[config.mk]
export PLATFORM = sky130hd
export DESIGN_NAME = perfect_square_test_core
export DESIGN_NICKNAME = d
export VERILOG_FILES = /design/src/pst_pkg.sv /design/src/pst_cell.sv /design/src/perfect_square_test_core.sv
export SDC_FILE = /design/constraint.sdc
export NUM_CORES = 1
export LEC_CHECK = 0
export ABC_CLOCK_PERIOD_IN_PS = 2650
export BUFFER_PORTS_ARGS = -buffer_cell sky130_fd_sc_hd__buf_2
export CORE_ASPECT_RATIO = 0.7
export CORE_MARGIN = 4
export CORE_UTILIZATION = 45
export DETAILED_ROUTE_END_ITERATION = 16
export GPL_ROUTABILITY_DRIVEN = 0
export PLACE_DENSITY = 0.59
export SYNTH_ARGS = -nofsm -noshare
export SYNTH_HDL_FRONTEND = slang
export SYNTH_SLANG_ARGS = --single-unit
[constraint.sdc]
create_clock -name clk_i -period 2.65 [get_ports clk_i]
set_input_delay 0.795 -clock clk_i [delete_from_list [all_inputs] [get_ports clk_i]]
set_output_delay 0.795 -clock clk_i [all_outputs]
set_load 0.02 [all_outputs]
[src/pst_pkg.sv]
`timescale 1ns / 1ps
// Package for the perfect square tester: shared widths and defaults.
// No dependencies.
package pst_pkg;

  localparam int unsigned VALUE_BITS_DEF = 31;
  localparam int unsigned ROOT_W         = 16;

endpackage

[src/pst_cell.sv]
`timescale 1ns / 1ps
// One stage of the square root chain: resolves one root bit per cycle.
// Depends on pst_pkg.
module pst_cell
  import pst_pkg::*;
#(
  parameter int unsigned ROOT_BITS = (VALUE_BITS_DEF + 1) / 2,
  parameter int unsigned STAGE     = 0
) (
  input  logic                   clk_i,
  input  logic                   rst_ni,
  input  logic                   valid_i,
  input  logic [ROOT_BITS+1:0]   rem_i,
  input  logic [ROOT_BITS-1:0]   root_i,
  input  logic [2*ROOT_BITS-1:0] val_i,
  output logic                   valid_o,
  output logic [ROOT_BITS+1:0]   rem_o,
  output logic [ROOT_BITS-1:0]   root_o,
  output logic [2*ROOT_BITS-1:0] val_o
);

  localparam int unsigned REM_W = ROOT_BITS + 2;
  localparam int unsigned VAL_W = 2 * ROOT_BITS;

  logic                 valid_q;
  logic [REM_W-1:0]     rem_q, rem_d;
  logic [ROOT_BITS-1:0] root_q, root_d;
  logic [VAL_W-1:0]     val_q, val_d;

  logic [REM_W+1:0]     rem_sh;
  logic [REM_W+1:0]     trial;
  logic [REM_W+1:0]     diff;
  logic                 ge;

  always_comb begin
    rem_sh = {rem_i, val_i[VAL_W-1 -: 2]};
    trial  = (REM_W + 2)'({root_i, 2'b01});
    ge     = rem_sh >= trial;
    diff   = rem_sh - trial;
    rem_d  = ge ? REM_W'(diff) : REM_W'(rem_sh);
    root_d = ROOT_BITS'({root_i, ge});
    val_d  = val_i << 2;
  end

  always_ff @(posedge clk_i or negedge rst_ni) begin
    if (!rst_ni) begin
      valid_q <= 1'b0;
    end else begin
      valid_q <= valid_i;
    end
  end

  always_ff @(posedge clk_i) begin
    rem_q  <= rem_d;
    root_q <= root_d;
    val_q  <= val_d;
  end

  assign valid_o = valid_q;
  assign rem_o   = rem_q;
  assign root_o  = root_q;
  assign val_o   = val_q;

  // remainder never exceeds twice the partial root
  a_rem_bound: assert property (@(posedge clk_i) disable iff (!rst_ni)
    valid_q |-> (rem_q <= {root_q, 1'b0}))
    else $error("pst_cell: remainder out of range");

  // only STAGE+1 root bits can be resolved so far
  a_root_bits: assert property (@(posedge clk_i) disable iff (!rst_ni)
    valid_q |-> ((root_q >> (STAGE + 1)) == '0))
    else $error("pst_cell: root has bits beyond this stage");

  a_valid_flow: assert property (@(posedge clk_i) disable iff (!rst_ni)
    $past(rst_ni) |-> (valid_q == $past(valid_i)))
    else $error("pst_cell: transaction lost or invented");

endmodule

[src/perfect_square_test_core.sv]
`timescale 1ns / 1ps
// Perfect square tester top level: chain of pst_cell stages.
// Depends on pst_pkg and pst_cell.
//
// Takes one value per clock cycle; busy is never raised. Each transaction
// gives one result (floor square root and perfect-square flag) at the end
// of the chain of registered cells, one cell per root bit. The result is shown
// for a single cycle with done_o and cannot be held off by the receiver, so
// it must be captured when done_o is high.
module perfect_square_test_core
  import pst_pkg::*;
#(
  parameter int unsigned VALUE_BITS = VALUE_BITS_DEF
) (
  input  logic                  clk_i,
  input  logic                  rst_ni,
  input  logic                  start,
  output logic                  busy,
  input  logic [VALUE_BITS-1:0] value_i,
  output logic                  done_o,
  output logic [ROOT_W-1:0]     root_o,
  output logic                  is_square_o
);

  localparam int unsigned ROOT_BITS = (VALUE_BITS + 1) / 2;
  localparam int unsigned REM_W     = ROOT_BITS + 2;
  localparam int unsigned VAL_W     = 2 * ROOT_BITS;
  localparam int unsigned OUT_COPY  = (ROOT_BITS < ROOT_W) ? ROOT_BITS : ROOT_W;

  logic                 valid_s [ROOT_BITS+1];
  logic [REM_W-1:0]     rem_s   [ROOT_BITS+1];
  logic [ROOT_BITS-1:0] root_s  [ROOT_BITS+1];
  logic [VAL_W-1:0]     val_s   [ROOT_BITS+1];

  assign busy       = 1'b0;
  assign valid_s[0] = start;
  assign rem_s[0]   = '0;
  assign root_s[0]  = '0;
  assign val_s[0]   = VAL_W'(value_i);

  for (genvar g = 0; g < ROOT_BITS; g++) begin : g_cell
    pst_cell #(
      .ROOT_BITS(ROOT_BITS),
      .STAGE    (g)
    ) u_cell (
      .clk_i  (clk_i),
      .rst_ni (rst_ni),
      .valid_i(valid_s[g]),
      .rem_i  (rem_s[g]),
      .root_i (root_s[g]),
      .val_i  (val_s[g]),
      .valid_o(valid_s[g+1]),
      .rem_o  (rem_s[g+1]),
      .root_o (root_s[g+1]),
      .val_o  (val_s[g+1])
    );
  end

  always_comb begin
    root_o                 = '0;
    root_o[OUT_COPY-1:0]   = root_s[ROOT_BITS][OUT_COPY-1:0];
  end

  assign done_o      = valid_s[ROOT_BITS];
  assign is_square_o = (rem_s[ROOT_BITS] == '0);

endmodule

==> results.md, run 1 <==
* Total power at approximately 0.027 W
* Gr usage total at 16.3%
* Most frequent cell after synthesis: dfxtp_1
* Clock tree buffer depth at 3
* Final Net Count at ~2,600
* Worst slew pin tran at ~0.7 ns
* Crit path max fanout at 1
* CP Capture Type: output pin
* Reg-to-reg critical path endpoint: g_cell[12].u_cell.rem_o[15]$_DFF_P_
* Unrepaired setup endpoints after global routing: yes
* WL final at between 40 and 50 mm
* Mapped Area at around 24,000 um2
* Die X at approximately 280 um
* CTS H-tree lvls at 2
* Worst skew pair latency at 0.62 ns
* CP required at approximately 1.9 ns
* Critical path origin: g_cell[15].u_cell.rem_o[12]$_DFF_P_
* Fillers at roughly 4,600
* Seq pwr share at between 40 and 50%
* Area grow syn2layout at 16.6%
* FF+latch count, synth at between 600 and 700
* Yosys warnings at 0
* Setup-failing EPs final at 1
* Number of flops mapped to enable cells by yosys at 0
* Fin. max-slew vios at 0
* Final Cycle Share at 100%
* TritonCTS Buffers at 60
* Post-DR vias/cell at approximately 5.1
* Status: finished with violations
* CTS tree: yes
* Post-synthesis sequential area ratio at between 50% and 60%
* # placed instances at between 3,000 and 4,000
* Failing checks: negative setup slack
* Clk sinks at around 660
* DP Wirelength at between 30 and 40 mm
* Unique masters post-synth at 85
* Logic gate share of total power at 19.4%
* WL per Instance at 14.9 um
* Final core occ at approximately 53%
* Vias in the first global route at approximately 15,000
* N_diodes at 0
* Main area contributors after synthesis: dfxtp_1, ha_1, xnor2_1, xor2_1, a21oi_1
* Core area at roughly 52,000 um2
* Max-Cap Viols at 0
* Placed inst area at 25,200 um2
* Top-area cell type share of the netlist area at roughly 54%
* Clock power share at 33.4%
* R2r worst-path depth at 9
* HP Class: in2async
* Final Hold Viols at 0
* Max rail drop VDD at 0.000529 V
* R2R Path Start: g_cell[11].u_cell.root_o[6]$_DFF_P_
* Die Y at about 200 um
* Congestion Overflow GR at 0
* Post-route ant nets at 0
* Critical path arrival at 1.86 ns
* DR iter-0 viols at 1,378
* P_leak at roughly 13 nW
* Commonest cells post-synth: dfxtp_1, inv_1, nor2_1, ha_1, a21oi_1
* Row count at 70
* Sw frac at 28.5%
* P per Cell Area at slightly below 1000 nW/um2
* Fmax at around 380 MHz
* Flop2flop setup slack at 0.12 ns
* IO Port Bufs at a little over 50
* Layout cells sized above 1 at about 12%
* DR vias at 16,217
* Clk root buf: clkbuf_16
* Crit Path Class: reg2out
* Post-synthesis async set-or-reset flop share at roughly 2.4%
* Finished Cell Area at 27,800 um2
* Die area at approximately 57,000 um2
* Pin count of the biggest net entering global routing at 23
* Initial antenna violation count at 4
* Finished Layout Cells at between 3,000 and 4,000
* Fin crit period at roughly 2.7 ns
* Global-route wire length before repair at 77.3 mm
* Clock transition at path regs at 0.06 ns
* Layout Skew at about 0.03 ns
* Starting density of the core at a little under half
* Post-route setup slack at -0.00136 ns
* Syn Inst Count at approximately 2,300
* Boundary pin count at 53
* Pre-CTS setup slack at -0.250 ns
* Syn avg cell area at 10.3 um2
* Critical path endpoint: is_square_o
* Ys flop type: dfxtp_1
* DRT Pass-1 Iters at 5
* Area leader, netlist: dfxtp_1
* Slew HR at between 50% and 60%
* Hold Buf Count CTS at 0
* Switching power at 0.00775 W
* Residual DRC at 0
* Int Power at 0.0194 W
* CP startpoint kind: flip-flop
how the worst min path moves through the flow:
| stage | endpoint | slack (ns) | cells after the start |
|---|---|---|---|
| after floorplan | g_cell[10].u_cell.val_o[22]$_DFF_P_ | 0.31 | 0 |
| after global placement | g_cell[2].u_cell.val_o[22]$_DFF_P_ | 0.31 | 0 |
| after detailed placement | g_cell[11].u_cell.val_o[30]$_DFF_P_ | 0.31 | 0 |
| after CTS | g_cell[0].u_cell.valid_o$_DFF_PN0_ | 0.02 | 1 |
| after global routing | g_cell[0].u_cell.valid_o$_DFF_PN0_ | 0.06 | 1 |
| final | g_cell[0].u_cell.valid_o$_DFF_PN0_ | 0.06 | 1 |
registers in the layout, summed over array words and instances (netlist names):
signal                 count
g_cell.u_cell.valid_o     16
g_cell.u_cell.root_o     136
g_cell.u_cell.val_o      240
g_cell.u_cell.rem_o      264
power groups by stage:
stage          Combinational [W]  Clock [W]  Sequential, W
5_1_grt                  0.00587    0.00980         0.0130
3_3_place_gp             0.00485          0         0.0129
4_1_cts                  0.00500    0.00938         0.0128
3_5_place_dp             0.00494          0         0.0130
6_report                 0.00527    0.00909         0.0128
2_1_floorplan            0.00379          0         0.0126
routing by layer:
metal	share of wire [%]	global-route usage, %	up-vias
met5	0	0	-
met4	1.8	4.43	0
met3	7.3	3.59	65
met2	36	20.9	428
met1	54	26.8	7518
li1	-	-	8206
placed cells by master, fill, tap and decap left out, drive strengths merged, types with 17 or more instances in the layout:
cell type,netlist,layout
dfxtp,640,640
inv,193,195
o21ai,119,119
o31ai,18,18
nand2b,25,25
a21oi,147,147
nand2,143,143
xor2,90,90
xnor2,98,98
buf,13,112
nor4,35,35
mux2,21,21
a21o,38,38
ha,154,154
o21a,36,36
nor2b,20,20
or3,27,27
clkbuf,23,82
nand3,36,36
nor3,47,47
nand4,25,25
nor2,171,171
clkinv,0,17
worst max-delay path: stages (launching register included):
cell	delay, ns
dfxtp_1	0.32
nor4_4	0.38
nand3_1	0.17
nor4_1	0.18
buf_2	0.20
stage by stage:
step / setup TNS (ns) / hold slack (ns)
2_1_floorplan: 0 / 0.310
3_3_place_gp: -2.82 / 0.310
3_5_place_dp: -3.49 / 0.312
4_1_cts: -0.0402 / 0.0209
5_1_grt: -0.107 / 0.0551
6_report: -0.00136 / 0.0573
cell families after synthesis:
group	Yosys count	synth area share [%]
buffers and inverters	229	3.74
XOR/XNOR	188	6.91
other	1	0.0157
multiplexers	28	1.29
AO/OA/AOI/OAI	463	12.1
adder cells (fa/ha/maj)	154	8.09
AND/OR/NAND/NOR	594	12.4
flip-flops	656	55.5
layout make-up:
class | count | area [um2] | share of cell area [%]
Multi-Input combinational cell | 1429 | 10000 | 36.1
Clock buffer | 81 | 1760 | 6.34
Timing Repair Buffer | 113 | 766 | 2.76
Inverter | 193 | 732 | 2.63
Clock inverter | 31 | 407 | 1.46
Sequential cell | 656 | 13200 | 47.6
Tap cell | 684 | 856 | 3.08
timing repair:
| action | CTS | global route |
|---|---|---|
| setup buffers | 2 | 13 |
| pin swaps | 0 | 12 |
| resized for setup | 9 | 63 |
| endpoints found under the setup margin | 22 | 106 |
(Power assumes the default switching activity.)
==> run 2: changes to the inputs <==
--- a/config.mk
+++ b/config.mk
@@ -7,7 +7,7 @@
 export LEC_CHECK = 0
 export ABC_CLOCK_PERIOD_IN_PS = 2650
 export BUFFER_PORTS_ARGS = -buffer_cell sky130_fd_sc_hd__buf_2
-export CORE_ASPECT_RATIO = 0.7
+export CORE_ASPECT_RATIO = 1.4
 export CORE_MARGIN = 4
 export CORE_UTILIZATION = 45
 export DETAILED_ROUTE_END_ITERATION = 16
==> results.md, run 2 (same netlist as run 1, synthesis figures left out) <==
* Status: completed
* P per Cell Area at just under 1000 nW/um2
* Fin crit period at around 2.6 ns
* Number of flip-flops in the largest register at 264
* Die area at approximately 57,000 um2
* Worst skew pair latency at 0.64 ns
* Post-DR vias/cell at ~5.0
* Setup TNS at 0 ns
* CTS H-tree lvls at 2
* Fin. max-slew vios at 0
* Post-route ant nets at 0
* Total power at between 0.02 and 0.03 W
* P_leak at roughly 13 nW
* N_diodes at 0
* CTS tree: yes
* Crit-path cells: or4_4 -> nor4_4 -> buf_4
* Unrepaired setup endpoints after global routing: yes
* R2R Path Start: g_cell[7].u_cell.root_o[4]$_DFF_P_
* Final Hold Slack at roughly 0.062 ns
* Worst slew pin tran at 0.807 ns
* Crit path max fanout at 1
* Gr usage total at between 10% and 20%
* WP buf/inv at 1
* Row count at 99
* DR iter-0 viols at approximately 540
* Crit Path Class: reg2out
* Pre-CTS setup slack at between 0.015 and 0.02 ns
* Residual DRC at 0
* Die Y at 280 um
* Max rail drop VDD at between 0.0006 and 0.0007 V
* Die X at just over 200 um
* Layout cells sized above 1 at between 10% and 20%
* Congestion Overflow GR at 0
* Fmax at 379 MHz
* HP Class: in2async
* CP startpoint kind: flip-flop
* Most frequent cells in the layout: dfxtp_1, inv_1, nor2_1
* Vias in the first global route at about 16,000
* Core area at 52,300 um2
* DR vias at 15,975
* Critical path origin: g_cell[15].u_cell.rem_o[3]$_DFF_P_
* Area grow syn2layout at 16.4%
* Slew HR at 45.7%
* CP Capture Type: output pin
* Clock tree buffer depth at 3
* DP Wirelength at approximately 36 mm
* Clock transition at path regs at 0.07 ns
* Clk sinks at 656
* WL per Instance at roughly 15 um
* IO Port Bufs at between 50 and 60
* Clk root buf: clkbuf_16
* Initial antenna violation count at 0
* Crit-path max cell delay at 0.53 ns
* Max-Cap Viols at 0
* Slowest cell on the critical path: or4_4
* Top delay family on crit path: simple AND/OR/NAND/NOR gates
* Commonest non-fill, non-tap cell in the layout: dfxtp_1
* Global-route wire length before repair at about 77 mm
* CP required at roughly 1.9 ns
* Layout Skew at about 0.057 ns
* Post-route setup slack at ~0.014 ns
* Critical path arrival at around 1.8 ns
* Pin count of the biggest net entering global routing at 28
* Starting density of the core at between 40% and 50%
* TritonCTS Buffers at 60
* Final Cycle Share at 99.5%
* Setup-failing EPs final at 0
* Final Hold Viols at 0
* Final Net Count at 2,632
* DRT Pass-1 Iters at 5
* WL final at ~47 mm
* Boundary pin count at 53
-- run 2: cell count changes in the layout (fill, tap and decap cells not counted), sizes merged --
| cell | previous run | this run |
|---|---|---|
| inv | 195 | 194 |
| clkinv | 17 | 19 |
| clkbuf | 82 | 76 |
| buf | 112 | 104 |
| bufinv | 7 | 13 |
-- run 2: final timing paths --
check	slack [ns]	cells past startpoint	end
max	0.01	3	is_square_o
min	0.06	1	g_cell[9].u_cell.valid_o$_DFF_PN0_
max reg2reg	0.12	9	g_cell[8].u_cell.rem_o[17]$_DFF_P_
min reg2reg	0.32	0	g_cell[7].u_cell.val_o[16]$_DFF_P_
max in group asynchronous	2.32	1	g_cell[12].u_cell.valid_o$_DFF_PN0_
min in group clk_i	0.26	1	g_cell[0].u_cell.val_o[19]$_DFF_P_
-- run 2: final cells by class --
type,instances,area [um2]
timing repair buffer,104,676
inverter,193,724
tap,707,885
clock buffer,76,1670
multi-input combinational,1429,9950
clock inverter,38,613
fill,4732,24500
sequential,656,13200
-- run 2: power breakdown --
part | internal (W) | switching (W) | leakage, nW | total, W
Sequential | 0.0116 | 0.00123 | 5.55 | 0.0128
Clock | 0.00578 | 0.00377 | 1.11 | 0.00955
Combinational | 0.00234 | 0.00264 | 6.19 | 0.00498
-- run 2: through the flow --
| step | instance area, um2 | instances | util (%) |
|---|---|---|---|
| finish | 27700 | 3203 | 53.1 |
| global route | 27700 | 3203 | 53.1 |
| detailed placement | 25100 | 3077 | 48.1 |
| floorplan | 23800 | 2314 | - |
| CTS | 27400 | 3191 | 52.5 |
| global placement | 25100 | 3077 | 48.1 |
-- run 2: per-layer routing --
layer  part of all wire, %  routed length [um]  vias to the layer above  GRT usage, %
met3                   3.4                1570                      144          2.77
met1                    36               17000                     7374          15.7
met4                   5.4                2510                        0          8.57
li1                      -                   -                     8175             -
met2                    55               25700                      282          32.6
met5                     0                   0                        -             0
-- run 2: repair_timing --
| item | in CTS | in global routing |
|---|---|---|
| hold buffers | 0 | 0 |
| setup endpoints to repair | 1 | 45 |
| pin swaps | 0 | 12 |
| gates resized for setup | 4 | 45 |
| gates cloned | 0 | 0 |
| endpoints found under the hold margin | 0 | 0 |
| setup buffers | 0 | 12 |
